--- src/rtl/core/tlsp_pkg.sv ---
package tlsp_pkg;

    localparam int COORD_BITS    = 16;
    localparam int FRAC_BITS     = 16;
    localparam int WEIGHT_BITS   = 8;
    localparam int MAX_THICKNESS = 1000;

    localparam int THICK_BITS    = 10;
    localparam int HALF_BITS     = THICK_BITS - 1;
    localparam int MAJ_BITS      = COORD_BITS + 1;
    localparam int POS_BITS      = COORD_BITS + 1;
    localparam int IP_BITS       = COORD_BITS + 2;
    localparam int ICPT_BITS     = IP_BITS + FRAC_BITS;
    localparam int SLOPE_BITS    = FRAC_BITS + 2;
    localparam int DIV_STEPS     = FRAC_BITS + 2;
    localparam int QUOT_BITS     = DIV_STEPS;
    localparam int DIV_CNT_BITS  = $clog2(DIV_STEPS + 1);
    localparam int QUEUE_DEPTH   = 2;
    localparam int QPTR_BITS     = $clog2(QUEUE_DEPTH);
    localparam int QCNT_BITS     = $clog2(QUEUE_DEPTH + 1);

    typedef enum logic {
        CMD_BEGIN = 1'b0,
        CMD_STEP  = 1'b1
    } t_cmd;

    typedef enum logic [1:0] {
        ST_IDLE,
        ST_SETUP,
        ST_DIV
    } t_back_state;

    typedef struct packed {
        t_cmd                          cmd;
        logic                          steep;
        logic signed [COORD_BITS-1:0]  a_maj;
        logic signed [COORD_BITS-1:0]  a_min;
        logic signed [COORD_BITS-1:0]  b_maj;
        logic signed [COORD_BITS-1:0]  b_min;
    } t_cmd_entry;

    typedef struct packed {
        logic       valid;
        t_cmd_entry entry;
    } t_q_port;

    typedef struct packed {
        logic                  start;
        logic [COORD_BITS-1:0] num;
        logic [COORD_BITS-1:0] den;
    } t_div_req;

    typedef struct packed {
        logic                 done;
        logic [QUOT_BITS-1:0] quot;
    } t_div_rsp;

    // fraction scaled to weight bits, truncated
    function automatic logic [WEIGHT_BITS-1:0] weight_of(input logic [FRAC_BITS-1:0] frac);
        logic [FRAC_BITS+WEIGHT_BITS-1:0] scaled;
        scaled = {frac, {WEIGHT_BITS{1'b0}}};
        return scaled[FRAC_BITS+WEIGHT_BITS-1:FRAC_BITS];
    endfunction

endpackage

--- src/rtl/core/tlsp_if.sv ---
interface tlsp_in_if;
    import tlsp_pkg::*;

    logic                         valid;
    logic                         ready;
    logic                         cmd;
    logic signed [COORD_BITS-1:0] start_x;
    logic signed [COORD_BITS-1:0] start_y;
    logic signed [COORD_BITS-1:0] end_x;
    logic signed [COORD_BITS-1:0] end_y;

    modport source (output valid, cmd, start_x, start_y, end_x, end_y, input ready);
    modport sink   (input valid, cmd, start_x, start_y, end_x, end_y, output ready);
endinterface

interface tlsp_out_if;
    import tlsp_pkg::*;

    logic                         valid;
    logic                         ready;
    logic                         steep_line;
    logic signed [COORD_BITS-1:0] major_pos;
    logic signed [POS_BITS-1:0]   interior_first;
    logic [THICK_BITS-1:0]        interior_count;
    logic signed [POS_BITS-1:0]   lower_edge_pos;
    logic [WEIGHT_BITS-1:0]       lower_edge_weight;
    logic signed [POS_BITS-1:0]   upper_edge_pos;
    logic [WEIGHT_BITS-1:0]       upper_edge_weight;
    logic                         last_span;

    modport source (output valid, steep_line, major_pos, interior_first, interior_count,
                    lower_edge_pos, lower_edge_weight, upper_edge_pos, upper_edge_weight,
                    last_span, input ready);
    modport sink   (input valid, steep_line, major_pos, interior_first, interior_count,
                    lower_edge_pos, lower_edge_weight, upper_edge_pos, upper_edge_weight,
                    last_span, output ready);
endinterface

--- src/rtl/core/thick_antialiased_line_spans_core.sv ---
// channel   direction  contents
// i_in      in         cmd, start_x, start_y, end_x, end_y
// o_out     out        at most one column span per step word
// i_cfg_*   in         line_thickness write, no read-back
//
// a step word yields at most one span and waits in the queue while the output register
// holds a span not yet taken; a begin word holds the back end in ST_SETUP and ST_DIV,
// the latter for the one-bit-a-cycle slope divider; a begin with zero dx skips ST_DIV
// a two-word queue sits between the front and back ends; a full queue drops i_in.ready
// a span waits in the output register while the back end takes the next word
// reset is synchronous, active low; thickness resets to 15, no line loaded
module thick_antialiased_line_spans_core (
    input  logic                            i_clk,
    input  logic                            i_rst_n,
    input  logic                            i_cfg_we,
    input  logic [tlsp_pkg::THICK_BITS-1:0] i_cfg_data,
    tlsp_in_if.sink                         i_in,
    tlsp_out_if.source                      o_out
);
    import tlsp_pkg::*;

    t_q_port  q_wr;
    t_q_port  q_rd;
    logic     q_full;
    logic     q_pop;
    t_div_req div_req;
    t_div_rsp div_rsp;

    tlsp_front u_front (
        .i_in     (i_in),
        .i_q_full (q_full),
        .o_q_wr   (q_wr)
    );

    tlsp_queue u_queue (
        .i_clk   (i_clk),
        .i_rst_n (i_rst_n),
        .i_wr    (q_wr),
        .i_pop   (q_pop),
        .o_rd    (q_rd),
        .o_full  (q_full)
    );

    tlsp_div u_div (
        .i_clk   (i_clk),
        .i_rst_n (i_rst_n),
        .i_req   (div_req),
        .o_rsp   (div_rsp)
    );

    tlsp_back u_back (
        .i_clk      (i_clk),
        .i_rst_n    (i_rst_n),
        .i_cfg_we   (i_cfg_we),
        .i_cfg_data (i_cfg_data),
        .i_rd       (q_rd),
        .o_pop      (q_pop),
        .o_div_req  (div_req),
        .i_div_rsp  (div_rsp),
        .o_out      (o_out)
    );

endmodule

--- src/rtl/core/tlsp_front.sv ---
module tlsp_front (
    tlsp_in_if.sink          i_in,
    input  logic             i_q_full,
    output tlsp_pkg::t_q_port o_q_wr
);
    import tlsp_pkg::*;

    logic signed [COORD_BITS:0] dx_s;
    logic signed [COORD_BITS:0] dy_s;
    logic [COORD_BITS:0]        adx;
    logic [COORD_BITS:0]        ady;
    logic                       steep;

    assign dx_s  = {i_in.end_x[COORD_BITS-1], i_in.end_x}
                 - {i_in.start_x[COORD_BITS-1], i_in.start_x};
    assign dy_s  = {i_in.end_y[COORD_BITS-1], i_in.end_y}
                 - {i_in.start_y[COORD_BITS-1], i_in.start_y};
    assign adx   = dx_s[COORD_BITS] ? -dx_s : dx_s;
    assign ady   = dy_s[COORD_BITS] ? -dy_s : dy_s;
    assign steep = ady > adx;

    assign i_in.ready = !i_q_full;

    always_comb begin
        o_q_wr.valid       = i_in.valid && !i_q_full;
        o_q_wr.entry.cmd   = t_cmd'(i_in.cmd);
        o_q_wr.entry.steep = steep;
        if (steep) begin
            o_q_wr.entry.a_maj = i_in.start_y;
            o_q_wr.entry.a_min = i_in.start_x;
            o_q_wr.entry.b_maj = i_in.end_y;
            o_q_wr.entry.b_min = i_in.end_x;
        end else begin
            o_q_wr.entry.a_maj = i_in.start_x;
            o_q_wr.entry.a_min = i_in.start_y;
            o_q_wr.entry.b_maj = i_in.end_x;
            o_q_wr.entry.b_min = i_in.end_y;
        end
    end

endmodule

--- src/rtl/core/tlsp_queue.sv ---
module tlsp_queue (
    input  logic              i_clk,
    input  logic              i_rst_n,
    input  tlsp_pkg::t_q_port i_wr,
    input  logic              i_pop,
    output tlsp_pkg::t_q_port o_rd,
    output logic              o_full
);
    import tlsp_pkg::*;

    t_cmd_entry           r_mem [QUEUE_DEPTH];
    logic [QPTR_BITS-1:0] r_wptr;
    logic [QPTR_BITS-1:0] r_rptr;
    logic [QCNT_BITS-1:0] r_count;
    logic                 do_pop;

    assign o_full     = r_count == QCNT_BITS'(QUEUE_DEPTH);
    assign o_rd.valid = r_count != '0;
    assign o_rd.entry = r_mem[r_rptr];
    assign do_pop     = i_pop && o_rd.valid;

    always_ff @(posedge i_clk) begin
        if (!i_rst_n) begin
            r_wptr  <= '0;
            r_rptr  <= '0;
            r_count <= '0;
        end else begin
            if (i_wr.valid) begin
                r_wptr <= (r_wptr == QPTR_BITS'(QUEUE_DEPTH - 1)) ? '0 : r_wptr + 1'b1;
            end
            if (do_pop) begin
                r_rptr <= (r_rptr == QPTR_BITS'(QUEUE_DEPTH - 1)) ? '0 : r_rptr + 1'b1;
            end
            if (i_wr.valid && !do_pop) begin
                r_count <= r_count + 1'b1;
            end else if (!i_wr.valid && do_pop) begin
                r_count <= r_count - 1'b1;
            end
        end
    end

    always_ff @(posedge i_clk) begin
        if (i_wr.valid) begin
            r_mem[r_wptr] <= i_wr.entry;
        end
    end

endmodule

--- src/rtl/core/tlsp_div.sv ---
module tlsp_div (
    input  logic               i_clk,
    input  logic               i_rst_n,
    input  tlsp_pkg::t_div_req i_req,
    output tlsp_pkg::t_div_rsp o_rsp
);
    import tlsp_pkg::*;

    // quotient of num * 2^(FRAC_BITS+1) / den, one bit a cycle
    logic                    r_busy;
    logic                    r_done;
    logic [DIV_CNT_BITS-1:0] r_cnt;
    logic [COORD_BITS-1:0]   r_rem;
    logic [COORD_BITS-1:0]   r_den;
    logic [DIV_STEPS-1:0]    r_bits;
    logic [QUOT_BITS-1:0]    r_quot;
    logic [COORD_BITS:0]     shifted;
    logic                    fits;

    assign shifted = {r_rem, r_bits[DIV_STEPS-1]};
    assign fits    = shifted >= {1'b0, r_den};

    assign o_rsp.done = r_done;
    assign o_rsp.quot = r_quot;

    always_ff @(posedge i_clk) begin
        if (!i_rst_n) begin
            r_busy <= 1'b0;
            r_done <= 1'b0;
            r_cnt  <= '0;
        end else begin
            r_done <= r_busy && (r_cnt == DIV_CNT_BITS'(1));
            if (i_req.start) begin
                r_busy <= 1'b1;
                r_cnt  <= DIV_CNT_BITS'(DIV_STEPS);
            end else if (r_busy) begin
                r_cnt <= r_cnt - 1'b1;
                if (r_cnt == DIV_CNT_BITS'(1)) begin
                    r_busy <= 1'b0;
                end
            end
        end
    end

    always_ff @(posedge i_clk) begin
        if (i_req.start) begin
            r_rem  <= {1'b0, i_req.num[COORD_BITS-1:1]};
            r_bits <= {i_req.num[0], {(DIV_STEPS-1){1'b0}}};
            r_den  <= i_req.den;
            r_quot <= '0;
        end else if (r_busy) begin
            r_rem  <= fits ? COORD_BITS'(shifted - {1'b0, r_den}) : shifted[COORD_BITS-1:0];
            r_bits <= {r_bits[DIV_STEPS-2:0], 1'b0};
            r_quot <= {r_quot[QUOT_BITS-2:0], fits};
        end
    end

endmodule

--- src/rtl/core/tlsp_back.sv ---
module tlsp_back (
    input  logic                   i_clk,
    input  logic                   i_rst_n,
    input  logic                   i_cfg_we,
    input  logic [tlsp_pkg::THICK_BITS-1:0] i_cfg_data,
    input  tlsp_pkg::t_q_port      i_rd,
    output logic                   o_pop,
    output tlsp_pkg::t_div_req     o_div_req,
    input  tlsp_pkg::t_div_rsp     i_div_rsp,
    tlsp_out_if.source             o_out
);
    import tlsp_pkg::*;

    t_back_state                  r_state, n_state;
    logic [THICK_BITS-1:0]        r_thick, n_thick;
    logic                         r_steep, n_steep;
    logic                         r_active, n_active;
    logic signed [MAJ_BITS-1:0]   r_cur, n_cur;
    logic signed [MAJ_BITS-1:0]   r_end, n_end;
    logic signed [ICPT_BITS-1:0]  r_icpt, n_icpt;
    logic signed [SLOPE_BITS-1:0] r_slope, n_slope;
    logic signed [COORD_BITS-1:0] r_a_maj, n_a_maj;
    logic signed [COORD_BITS-1:0] r_a_min, n_a_min;
    logic signed [COORD_BITS-1:0] r_b_maj, n_b_maj;
    logic signed [COORD_BITS-1:0] r_b_min, n_b_min;
    logic                         r_dy_neg, n_dy_neg;

    logic                         r_out_valid, n_out_valid;
    logic                         r_o_steep, n_o_steep;
    logic signed [COORD_BITS-1:0] r_o_major, n_o_major;
    logic signed [POS_BITS-1:0]   r_o_lo, n_o_lo;
    logic [THICK_BITS-1:0]        r_o_count, n_o_count;
    logic [WEIGHT_BITS-1:0]       r_o_lo_w, n_o_lo_w;
    logic signed [POS_BITS-1:0]   r_o_hi, n_o_hi;
    logic [WEIGHT_BITS-1:0]       r_o_hi_w, n_o_hi_w;
    logic                         r_o_last, n_o_last;

    logic                         out_free;
    logic                         swap;
    logic signed [COORD_BITS:0]   dx_s;
    logic signed [COORD_BITS:0]   dy_s;
    logic [COORD_BITS-1:0]        ady;
    logic [THICK_BITS-1:0]        thick_sat;
    logic [HALF_BITS-1:0]         half;
    logic signed [IP_BITS-1:0]    ip;
    logic signed [IP_BITS-1:0]    half_s;
    logic signed [IP_BITS-1:0]    ip_lo;
    logic signed [IP_BITS-1:0]    ip_hi;
    logic [WEIGHT_BITS-1:0]       w;
    logic signed [MAJ_BITS-1:0]   cur_next;
    logic                         last;
    logic [QUOT_BITS:0]           quot_rnd;
    logic [SLOPE_BITS-1:0]        mag;
    logic signed [SLOPE_BITS-1:0] div_slope;
    logic signed [SLOPE_BITS-1:0] fin_slope;
    logic signed [ICPT_BITS-1:0]  fin_icpt;
    logic signed [MAJ_BITS-1:0]   fin_cur;
    logic signed [MAJ_BITS-1:0]   fin_end;

    assign out_free = !r_out_valid || o_out.ready;
    assign swap     = i_rd.entry.a_maj > i_rd.entry.b_maj;

    assign dx_s = {r_b_maj[COORD_BITS-1], r_b_maj} - {r_a_maj[COORD_BITS-1], r_a_maj};
    assign dy_s = {r_b_min[COORD_BITS-1], r_b_min} - {r_a_min[COORD_BITS-1], r_a_min};
    assign ady  = COORD_BITS'(dy_s[COORD_BITS] ? -dy_s : dy_s);

    assign thick_sat = (int'(r_thick) > MAX_THICKNESS) ? THICK_BITS'(MAX_THICKNESS) : r_thick;
    assign half      = thick_sat[THICK_BITS-1:1];
    assign half_s    = $signed({{(IP_BITS-HALF_BITS){1'b0}}, half});
    assign ip        = r_icpt[ICPT_BITS-1:FRAC_BITS];
    assign ip_lo     = ip - half_s;
    assign ip_hi     = ip + half_s;
    assign w         = weight_of(r_icpt[FRAC_BITS-1:0]);
    assign cur_next  = r_cur + MAJ_BITS'(1);
    assign last      = cur_next >= r_end;

    // round half up on the doubled quotient
    assign quot_rnd  = {1'b0, i_div_rsp.quot} + (QUOT_BITS+1)'(1);
    assign mag       = quot_rnd[QUOT_BITS:1];
    assign div_slope = r_dy_neg ? -$signed(mag) : $signed(mag);
    assign fin_slope = (r_state == ST_SETUP) ? SLOPE_BITS'(1 << FRAC_BITS) : div_slope;
    assign fin_icpt  = $signed({{(IP_BITS-COORD_BITS){r_a_min[COORD_BITS-1]}}, r_a_min,
                                {FRAC_BITS{1'b0}}})
                     + $signed({{(ICPT_BITS-SLOPE_BITS){fin_slope[SLOPE_BITS-1]}}, fin_slope});
    assign fin_cur   = {r_a_maj[COORD_BITS-1], r_a_maj} + MAJ_BITS'(1);
    assign fin_end   = {r_b_maj[COORD_BITS-1], r_b_maj};

    always_comb begin
        n_state     = r_state;
        n_thick     = i_cfg_we ? i_cfg_data : r_thick;
        n_steep     = r_steep;
        n_active    = r_active;
        n_cur       = r_cur;
        n_end       = r_end;
        n_icpt      = r_icpt;
        n_slope     = r_slope;
        n_a_maj     = r_a_maj;
        n_a_min     = r_a_min;
        n_b_maj     = r_b_maj;
        n_b_min     = r_b_min;
        n_dy_neg    = r_dy_neg;
        n_out_valid = r_out_valid && !o_out.ready;
        n_o_steep   = r_o_steep;
        n_o_major   = r_o_major;
        n_o_lo      = r_o_lo;
        n_o_count   = r_o_count;
        n_o_lo_w    = r_o_lo_w;
        n_o_hi      = r_o_hi;
        n_o_hi_w    = r_o_hi_w;
        n_o_last    = r_o_last;
        o_pop       = 1'b0;
        o_div_req.start = 1'b0;
        o_div_req.num   = ady;
        o_div_req.den   = dx_s[COORD_BITS-1:0];

        unique case (r_state)
            ST_IDLE: begin
                if (i_rd.valid) begin
                    if (i_rd.entry.cmd == CMD_BEGIN) begin
                        o_pop    = 1'b1;
                        n_steep  = i_rd.entry.steep;
                        n_active = 1'b0;
                        n_a_maj  = swap ? i_rd.entry.b_maj : i_rd.entry.a_maj;
                        n_a_min  = swap ? i_rd.entry.b_min : i_rd.entry.a_min;
                        n_b_maj  = swap ? i_rd.entry.a_maj : i_rd.entry.b_maj;
                        n_b_min  = swap ? i_rd.entry.a_min : i_rd.entry.b_min;
                        n_state  = ST_SETUP;
                    end else if (!r_active) begin
                        o_pop = 1'b1;
                    end else if (r_cur >= r_end) begin
                        o_pop    = 1'b1;
                        n_active = 1'b0;
                    end else if (out_free) begin
                        o_pop       = 1'b1;
                        n_out_valid = 1'b1;
                        n_o_steep   = r_steep;
                        n_o_major   = r_cur[COORD_BITS-1:0];
                        n_o_lo      = ip_lo[POS_BITS-1:0];
                        n_o_count   = {half, 1'b0};
                        n_o_lo_w    = ~w;
                        n_o_hi      = ip_hi[POS_BITS-1:0];
                        n_o_hi_w    = w;
                        n_o_last    = last;
                        n_icpt      = r_icpt + $signed({{(ICPT_BITS-SLOPE_BITS)
                                                        {r_slope[SLOPE_BITS-1]}}, r_slope});
                        n_cur       = cur_next;
                        if (last) begin
                            n_active = 1'b0;
                        end
                    end
                end
            end
            ST_SETUP: begin
                n_dy_neg = dy_s[COORD_BITS];
                if (dx_s == '0) begin
                    n_slope  = fin_slope;
                    n_icpt   = fin_icpt;
                    n_cur    = fin_cur;
                    n_end    = fin_end;
                    n_active = fin_cur < fin_end;
                    n_state  = ST_IDLE;
                end else begin
                    o_div_req.start = 1'b1;
                    n_state         = ST_DIV;
                end
            end
            ST_DIV: begin
                if (i_div_rsp.done) begin
                    n_slope  = fin_slope;
                    n_icpt   = fin_icpt;
                    n_cur    = fin_cur;
                    n_end    = fin_end;
                    n_active = fin_cur < fin_end;
                    n_state  = ST_IDLE;
                end
            end
            default: begin
                n_state = ST_IDLE;
            end
        endcase
    end

    always_ff @(posedge i_clk) begin
        if (!i_rst_n) begin
            r_state     <= ST_IDLE;
            r_thick     <= THICK_BITS'(15);
            r_steep     <= 1'b0;
            r_active    <= 1'b0;
            r_cur       <= '0;
            r_end       <= '0;
            r_icpt      <= '0;
            r_slope     <= '0;
            r_out_valid <= 1'b0;
        end else begin
            r_state     <= n_state;
            r_thick     <= n_thick;
            r_steep     <= n_steep;
            r_active    <= n_active;
            r_cur       <= n_cur;
            r_end       <= n_end;
            r_icpt      <= n_icpt;
            r_slope     <= n_slope;
            r_out_valid <= n_out_valid;
        end
    end

    always_ff @(posedge i_clk) begin
        r_a_maj   <= n_a_maj;
        r_a_min   <= n_a_min;
        r_b_maj   <= n_b_maj;
        r_b_min   <= n_b_min;
        r_dy_neg  <= n_dy_neg;
        r_o_steep <= n_o_steep;
        r_o_major <= n_o_major;
        r_o_lo    <= n_o_lo;
        r_o_count <= n_o_count;
        r_o_lo_w  <= n_o_lo_w;
        r_o_hi    <= n_o_hi;
        r_o_hi_w  <= n_o_hi_w;
        r_o_last  <= n_o_last;
    end

    assign o_out.valid             = r_out_valid;
    assign o_out.steep_line        = r_o_steep;
    assign o_out.major_pos         = r_o_major;
    assign o_out.interior_first    = r_o_lo;
    assign o_out.interior_count    = r_o_count;
    assign o_out.lower_edge_pos    = r_o_lo;
    assign o_out.lower_edge_weight = r_o_lo_w;
    assign o_out.upper_edge_pos    = r_o_hi;
    assign o_out.upper_edge_weight = r_o_hi_w;
    assign o_out.last_span         = r_o_last;

endmodule

--- src/flat_wrapper.sv ---
// flat-port wrapper written by rule: the top's interface ports become plain ports
module thick_antialiased_line_spans_core_flat import tlsp_pkg::*;
  (i_clk, i_rst_n, i_cfg_we, i_cfg_data, i_in_valid, i_in_cmd, i_in_start_x, i_in_start_y, i_in_end_x, i_in_end_y, i_in_ready, o_out_valid, o_out_steep_line, o_out_major_pos, o_out_interior_first, o_out_interior_count, o_out_lower_edge_pos, o_out_lower_edge_weight, o_out_upper_edge_pos, o_out_upper_edge_weight, o_out_last_span, o_out_ready);
  tlsp_in_if i_in_i ();
  tlsp_out_if o_out_i ();
  input  logic i_clk;
  input  logic i_rst_n;
  input  logic i_cfg_we;
  input  logic [tlsp_pkg::THICK_BITS-1:0] i_cfg_data;
  input wire logic [$bits(i_in_i.valid)-1:0] i_in_valid;
  input wire logic [$bits(i_in_i.cmd)-1:0] i_in_cmd;
  input wire logic [$bits(i_in_i.start_x)-1:0] i_in_start_x;
  input wire logic [$bits(i_in_i.start_y)-1:0] i_in_start_y;
  input wire logic [$bits(i_in_i.end_x)-1:0] i_in_end_x;
  input wire logic [$bits(i_in_i.end_y)-1:0] i_in_end_y;
  output wire logic [$bits(i_in_i.ready)-1:0] i_in_ready;
  output wire logic [$bits(o_out_i.valid)-1:0] o_out_valid;
  output wire logic [$bits(o_out_i.steep_line)-1:0] o_out_steep_line;
  output wire logic [$bits(o_out_i.major_pos)-1:0] o_out_major_pos;
  output wire logic [$bits(o_out_i.interior_first)-1:0] o_out_interior_first;
  output wire logic [$bits(o_out_i.interior_count)-1:0] o_out_interior_count;
  output wire logic [$bits(o_out_i.lower_edge_pos)-1:0] o_out_lower_edge_pos;
  output wire logic [$bits(o_out_i.lower_edge_weight)-1:0] o_out_lower_edge_weight;
  output wire logic [$bits(o_out_i.upper_edge_pos)-1:0] o_out_upper_edge_pos;
  output wire logic [$bits(o_out_i.upper_edge_weight)-1:0] o_out_upper_edge_weight;
  output wire logic [$bits(o_out_i.last_span)-1:0] o_out_last_span;
  input wire logic [$bits(o_out_i.ready)-1:0] o_out_ready;
  assign i_in_i.valid = i_in_valid;
  assign i_in_i.cmd = i_in_cmd;
  assign i_in_i.start_x = i_in_start_x;
  assign i_in_i.start_y = i_in_start_y;
  assign i_in_i.end_x = i_in_end_x;
  assign i_in_i.end_y = i_in_end_y;
  assign i_in_ready = i_in_i.ready;
  assign o_out_valid = o_out_i.valid;
  assign o_out_steep_line = o_out_i.steep_line;
  assign o_out_major_pos = o_out_i.major_pos;
  assign o_out_interior_first = o_out_i.interior_first;
  assign o_out_interior_count = o_out_i.interior_count;
  assign o_out_lower_edge_pos = o_out_i.lower_edge_pos;
  assign o_out_lower_edge_weight = o_out_i.lower_edge_weight;
  assign o_out_upper_edge_pos = o_out_i.upper_edge_pos;
  assign o_out_upper_edge_weight = o_out_i.upper_edge_weight;
  assign o_out_last_span = o_out_i.last_span;
  assign o_out_i.ready = o_out_ready;
  thick_antialiased_line_spans_core u_core (.i_clk(i_clk), .i_rst_n(i_rst_n), .i_cfg_we(i_cfg_we), .i_cfg_data(i_cfg_data), .i_in(i_in_i), .o_out(o_out_i));
endmodule
--- config.mk ---
export PLATFORM = sky130hd
export DESIGN_NAME = thick_antialiased_line_spans_core_flat
export DESIGN_NICKNAME = d
export VERILOG_FILES = /design/src/rtl/core/tlsp_pkg.sv /design/src/rtl/core/tlsp_if.sv /design/src/rtl/core/thick_antialiased_line_spans_core.sv /design/src/rtl/core/tlsp_front.sv /design/src/rtl/core/tlsp_queue.sv /design/src/rtl/core/tlsp_div.sv /design/src/rtl/core/tlsp_back.sv /design/src/flat_wrapper.sv
export SDC_FILE = /design/constraint.sdc
export NUM_CORES = 1
export LEC_CHECK = 0
export ABC_AREA = 1
export BUFFER_PORTS_ARGS = -buffer_cell sky130_fd_sc_hd__buf_4
export CAP_MARGIN = 20
export CORE_MARGIN = 2
export CORE_UTILIZATION = 50
export CTS_CLUSTER_DIAMETER = 120
export DETAILED_ROUTE_END_ITERATION = 10
export PLACE_DENSITY = 0.69
export SKIP_LAST_GASP = 1
export SYNTH_ARGS = -nofsm -noshare
export SYNTH_HDL_FRONTEND = slang
export SYNTH_HIERARCHICAL = 1
export SYNTH_SLANG_ARGS = --single-unit
export TNS_END_PERCENT = 20
--- constraint.sdc ---
create_clock -name i_clk -period 7.8 [get_ports i_clk]
set_input_delay 0.39 -clock i_clk [delete_from_list [all_inputs] [get_ports i_clk]]
set_output_delay 0.39 -clock i_clk [all_outputs]
set_load 0.03 [all_outputs]
==> out/results.txt, run 1 <==
Worst Hold Launch - i_cfg_data[1]
Crit path buf inv count - 6
Worst hold margin - 0.0326 ns
Die Area - 63100 um^2
Initial antenna violation count - 0
Antenna viol nets, final - 0
Filler cells - 5615
TritonCTS Sinks - 435
Commonest register cell after synthesis - edfxtp_1
Setup TNS Final - 0 ns
F_max - 205 MHz
Grt met2 use - 42.1%
Final core occ - 56.5%
Worst reg2reg path startpoint - u_core/u_back/r_a_maj[0]
Final WL - 79000 um
Hold path depth - 3
Reg area - 11800 um^2
Post-synth ARST share - 0%
Crit path max fanout - 48
DR DRC count - 0
Clk buf depth - 3
Run status - complete, no violations
R2R setup slack - 3.13 ns
Nets - 4320
Post-synth EDFFs - 305
Worst VDD drop - 0.000321 V
Synth cell types - 66
Final setup viols - 0
Kind of critical path - in -> reg
Register area share after synthesis - 38.5%
Most frequent CP cell - nand2_1
FF+latch count, synth - 435
Setup bufs post-CTS - 0
Clock root buffer - clkbuf_16
Syn Std Cell Area - 30500 um^2
Req. time, crit path - 8.08 ns
Fin. max-slew vios - 0
CP top delay family - simple AND/OR/NAND/NOR gates
FP Rows - 90
Reg2reg end - u_core/u_div/r_rem[9]
Worst slew margin - 32.7%
Final hold violation count - 0
Core ar. - 60400 um^2
Area Growth Syn to Fin - 11.7%
GR Util met3 - 2.59%
Critical path's largest stage delay - 0.85 ns
Drt initial violations - 2028
Largest net degree at the start of global routing - 129
Post-DP HPWL - 61500 um
Net Count, Synth - 4188
Overflow after GRT - 0
Clock-pin slew on the worst setup and hold paths - 0.06 ns
Crit path DAT - 5.16 ns
Met1 Use GR - 32.6%
Number of port buffers - 175
Minimum clock period - 4.88 ns
CTS tree - done
Die width - 251 um
I/O pin count - 177
Vias - 25500
RSZ-0062 raised after global routing - false
CP max-delay cell - inv_1
Leakage power - 15.8 nW
Initial Utilization - 50.6%
Worst r2r path cells - 21
Worst-path cell chain - buf_4 -> inv_1 -> ha_1 -> fa_1 -> inv_1 -> nand2_1 -> nand3_1 -> nand3_1 -> nand2_1 -> nand2_1 -> a21oi_2 -> inv_2 -> nand2_1 -> nand2_1 -> nand2_1 -> inv_1 -> ha_1 -> nand4_1 -> nor2_1 -> nand3_1 -> o211ai_1 -> nand2_2 -> inv_1 -> o21ai_0
Post-synthesis cell count - 3869
Critical Path Sink Type - flip-flop
# resized after CTS - 0
Number of CTS-inserted buffers - 49
Ant diodes - 0
DRT Pass-1 Iters - 9
Hold Crit Class - in -> reg
Yosys Warn Count - 6
Min-Delay Endpoint - u_core/u_back/r_thick[1]
Fin crit share - 62.6%
Maxcap violations - 0
Share of cells above drive strength 1 - 11.3%
Power, Total - 0.0164 W
Via/cell ratio - 5.28
First-pass GRT wire length - 125000 um
Syn_area_per_cell - 7.89 um^2
Clock Latency Late Sink - 0.60 ns
Vias in the first global route - 23800
Skew final - 0.0285 ns
Die height - 251 um
Routability cong. - 0.977
GR peak layer - met2
Multi-input logic area - 15900 um^2
Power Density - 481 nW/um^2
Drt wl/cell - 16.4 um
Slew @ Worst Pin - 1.01 ns
GRT Util Overall - 24.7%
Critical path launch point type - input port
H-tree Lvls - 2
-- Yosys cell counts (35+ instances only) --
| library cell | number | share of area [%] |
|---|---|---|
| nor2_1 | 279 | 3.4 |
| edfxtp_1 | 305 | 30 |
| o21ai_0 | 245 | 4.0 |
| nand2_1 | 876 | 11 |
| a21oi_1 | 301 | 4.9 |
| nand3_1 | 185 | 3.0 |
| xor2_1 | 112 | 3.2 |
| nand2_2 | 35 | 0.72 |
| clkbuf_1 | 60 | 0.74 |
| mux2_4 | 40 | 2.0 |
| nor3_1 | 61 | 1.0 |
| inv_1 | 594 | 7.3 |
| ha_1 | 231 | 9.5 |
| nand4_1 | 46 | 0.94 |
| dfxtp_1 | 130 | 8.5 |
-- kinds of logic (layout without fill, tap and decap cells) --
logic type | Yosys count | count (layout) | synth area share (%)
AO/OA/AOI/OAI | 670 | 670 | 12.0
flip-flops | 435 | 435 | 38.5
AND/OR/NAND/NOR | 1578 | 1578 | 22.5
adder cells (fa/ha/maj) | 239 | 239 | 9.99
multiplexers | 68 | 68 | 3.00
other | 1 | 1 | 0.0123
XOR/XNOR | 147 | 147 | 4.32
buffers and inverters | 731 | 903 | 9.62
-- layer usage --
layer	routed length, um	up-vias
met5	0	-
met1	35100	11600
met2	37400	669
met3	3910	129
li1	-	13000
met4	2600	0
-- cells in the final DEF (no fill, tap or decap), types with 31 or more instances in the layout --
master,instances
a21oi_1,301
nor2_1,276
mux2_4,40
edfxtp_1,305
nand3_1,185
ha_1,230
nor3_1,61
xnor2_1,31
o21ai_0,245
buf_4,192
nand2_2,35
clkbuf_16,50
inv_1,593
xor2_1,112
nand3b_1,31
nand4_1,46
dfxtp_1,129
nand2_1,876
-- tightest hold or removal path, cell delays in order --
cell     delay, ns
buf_4         0.08
a21oi_1       0.06
o21ai_0       0.07
-- power by group --
group | internal (W) | leakage (nW) | switching (W) | total [W]
registers | 0.00368 | 3.88 | 0.000551 | 0.00423
logic | 0.00335 | 11.1 | 0.00643 | 0.00978
clock network | 0.00140 | 0.822 | 0.000986 | 0.00239
total | 0.00843 | 15.8 | 0.00797 | 0.0164
-- area by class of cell --
cell class                      count  share of cell area, %
Clock buffer                       57                   3.78
Clock inverter                     34                   1.13
Inverter                          615                   6.78
Multi-Input combinational cell   2703                   46.5
Sequential cell                   435                   34.5
Tap cell                          782                   2.87
Timing Repair Buffer              197                   4.42
-- metrics by stage --
step	setup slack (ns)	std cells	instance area, um^2
after floorplan	2.26	3869	30500
final	2.92	4823	34100
after detailed placement	2.37	4727	32400
after global placement	2.48	4727	32400
after CTS	2.82	4822	34100
after global routing	2.27	4823	34100
-- state kept, by name, summed over array words and instances, names as in the netlist, 2 cells and up, named ones only --
| name | count |
|---|---|
| u_core/u_queue/r_count | 2 |
| u_core/u_back/r_end | 16 |
| u_core/u_back/r_slope | 18 |
| u_core/u_back/o_out.lower_edge_weight | 8 |
| u_core/u_div/r_cnt | 5 |
| u_core/u_back/o_out.interior_first | 17 |
| u_core/u_back/o_out.upper_edge_pos | 16 |
| u_core/u_queue/r_mem | 132 |
| u_core/u_back/r_b_min | 16 |
| u_core/u_back/o_out.major_pos | 16 |
| u_core/u_back/r_cur | 17 |
| u_core/u_back/r_thick | 10 |
| u_core/u_back/o_out.interior_count | 9 |
| u_core/u_back/r_state | 2 |
| u_core/u_div/r_quot | 18 |
| u_core/u_back/r_a_maj | 16 |
| u_core/u_back/r_b_maj | 16 |
| u_core/u_back/r_a_min | 16 |
| u_core/u_back/r_icpt | 33 |
| u_core/u_div/r_den | 16 |
| u_core/u_div/r_rem | 16 |
| u_core/u_back/o_out.upper_edge_weight | 8 |
-- how the worst max path moves through the flow --
stage / start / end / depth (start not counted)
detailed placement: i_in_end_x[0] / u_core/u_queue/r_mem[0][28] / 24
floorplan: u_core/u_back/r_cur[2] / u_core/u_back/o_out.interior_count[1] / 12
CTS: u_core/u_back/r_a_maj[0] / u_core/u_div/r_rem[7] / 19
global route: i_in_end_x[0] / u_core/u_queue/r_mem[0][28] / 24
global placement: i_in_end_x[0] / u_core/u_queue/r_mem[0][27] / 24
finish: i_in_end_x[0] / u_core/u_queue/r_mem[0][28] / 24
-- what timing repair did --
action / CTS / global route
hold endpoints to repair: 5 / 0
setup endpoints to repair: 0 / 0
hold buffers: 4 / 0
No activity file was read; power rests on OpenSTA's default activity.
==> run 2, diff against run 1 <==
==> constraint.sdc (replaced) <==
create_clock -name i_clk -period 4.6 [get_ports i_clk]
set_input_delay 0.23 -clock i_clk [delete_from_list [all_inputs] [get_ports i_clk]]
set_output_delay 0.23 -clock i_clk [all_outputs]
set_load 0.03 [all_outputs]
==> run 2 against run 1 <==
  * Total power grew 70%
  * Critical path type is now reg -> reg
  * Combinational power grew 72%
  * Highest routed layer unchanged
  * Sequential power grew 70%
==> out/results.txt, run 2 (synthesis gave the netlist of run 1 again) <==
Post-DP HPWL - 62900 um
Antenna viol nets, final - 0
Fin. max-slew vios - 0
Vias in the first global route - 24200
Worst r2r path cells - 20
Worst reg2reg path startpoint - u_core/u_back/r_cur[0]
Die Area - 63100 um^2
Slew @ Worst Pin - 0.856 ns
Critical path's largest stage delay - 0.45 ns
Drt wl/cell - 16.4 um
Crit path DAT - 4.78 ns
Worst slew margin - 42.9%
GRT Util Overall - 25.0%
Final WL - 80000 um
Worst Hold Launch - i_in_start_x[15]
Area Growth Syn to Fin - 13.5%
FP Rows - 90
Fin crit share - 93.5%
Routability cong. - 0.955
Die width - 251 um
Number of port buffers - 175
Initial Utilization - 50.6%
Core ar. - 60400 um^2
Nets - 4371
Leakage power - 16.0 nW
Worst VDD drop - 0.000650 V
Minimum clock period - 4.30 ns
Setup TNS Final - 0 ns
DR DRC count - 0
Drt initial violations - 1801
Biggest regs - u_core/u_queue/r_mem x132, u_core/u_back/r_icpt x33
H-tree Lvls - 2
Max reg flops - 132
Share of cells above drive strength 1 - 11.6%
Largest net degree at the start of global routing - 105
Via/cell ratio - 5.27
F_max - 232 MHz
Clock-pin slew on the worst setup and hold paths - 0.06 ns
Vias - 25700
Largest Register - u_core/u_queue/r_mem
Hold Crit Class - in -> reg
Most frequent CP cell - nor3_1
Most frequent cells in the layout - 876 x nand2_1, 593 x inv_1, 305 x edfxtp_1
CP max-delay cell - dfxtp_1
Critical path launch point type - flip-flop
Worst-path cell chain - ha_1 -> nand3_1 -> nor3_1 -> nand3_1 -> nor3_1 -> nand4_1 -> nor2_1 -> xor2_1 -> ha_1 -> inv_1 -> nor3_1 -> inv_1 -> a21oi_1 -> a2111oi_1 -> o211ai_1 -> mux2_2 -> nor2_1 -> o21ai_0 -> o21ai_0 -> a21oi_1
First-pass GRT wire length - 126000 um
Ant diodes - 0
Finished Cell Area - 34700 um^2
RSZ-0062 raised after global routing - true
Worst hold margin - 0.0208 ns
Overflow after GRT - 0
Final setup viols - 0
I/O pin count - 177
Critical Path Sink Type - flip-flop
Maxcap violations - 0
TritonCTS Sinks - 435
Req. time, crit path - 5.08 ns
Hold path depth - 3
DRT Pass-1 Iters - 8
Initial antenna violation count - 0
Power Density - 806 nW/um^2
Crit path max fanout - 6
Die height - 251 um
Most common cell after layout, fill and taps aside - nand2_1
Launch point of the worst path - u_core/u_back/r_cur[0]
Skew final - 0.0302 ns
CTS tree - done
Cell Area, Placed - 32500 um^2
Clock Latency Late Sink - 0.59 ns
Final hold violation count - 0
Clock root buffer - clkbuf_16
Kind of critical path - reg -> reg
Run status - complete, no violations
Power, Total - 0.0279 W
Number of CTS-inserted buffers - 49
Clk buf depth - 3
run 2: cell types whose count changed in the layout (fill, tap and decap cells not counted), moves of 5 or more:
cell / change
inv_6: +7
buf_4: +6
o21ai_1: +5
clkinv_2: -5
o21ai_0: -7
dlygate4sd3_1: +39
buf_12: +7
run 2: power breakdown:
part           switching [W]  leakage, nW  internal [W]  total (W)
Sequential          0.000947         3.88       0.00623    0.00718
Combinational         0.0109         11.3       0.00588     0.0168
Clock                0.00164        0.801       0.00237    0.00401
run 2: worst max-delay path: cells and delay by family, from the launching register on:
kind / cells / cell delay (ns)
adder cells (fa/ha/maj): 2 / 0.51
XOR/XNOR: 1 / 0.22
buffers and inverters: 2 / 0.21
AO/OA/AOI/OAI: 6 / 0.88
flip-flops: 1 / 0.45
AND/OR/NAND/NOR: 8 / 1.57
multiplexers: 1 / 0.35
run 2: path summary, 6_finish.rpt:
check                                         to  slack (ns)
setup reg to reg          u_core/u_back/r_active        0.30
hold reg to reg   u_core/u_back/o_out.steep_line        0.44
hold / removal       u_core/u_queue/r_mem[1][63]        0.02
setup / recovery          u_core/u_back/r_active        0.30
run 2: routing by layer:
metal	GRT usage [%]	part of all wire [%]
met4	9.74	3.9
met2	43.5	48
met5	0	0
met3	2.76	4.7
met1	32.0	43
run 2: area by class of cell:
class                           instances  area, um^2
Fill cell                            5505       25700
Multi-Input combinational cell       2703       15900
Sequential cell                       435       11800
Inverter                              615        2310
Timing Repair Buffer                  248        2060
Clock buffer                           54        1240
Tap cell                              782         978
Clock inverter                         36         403
run 2: repair_timing:
action	CTS	global route
resized for setup	0	16
buffers inserted	0	0
hold buffers	43	0
hold endpoints to repair	65	0
setup endpoints to repair	0	140
run 2: metrics by stage:
stage | util [%] | cells | worst slack, ns
floorplan | - | 3869 | 0.326
global placement | 53.9 | 4740 | 0.298
detailed placement | 53.9 | 4740 | 0.223
CTS | 57.4 | 4873 | 0.194
global route | 57.4 | 4873 | -0.0266
finish | 57.4 | 4873 | 0.297
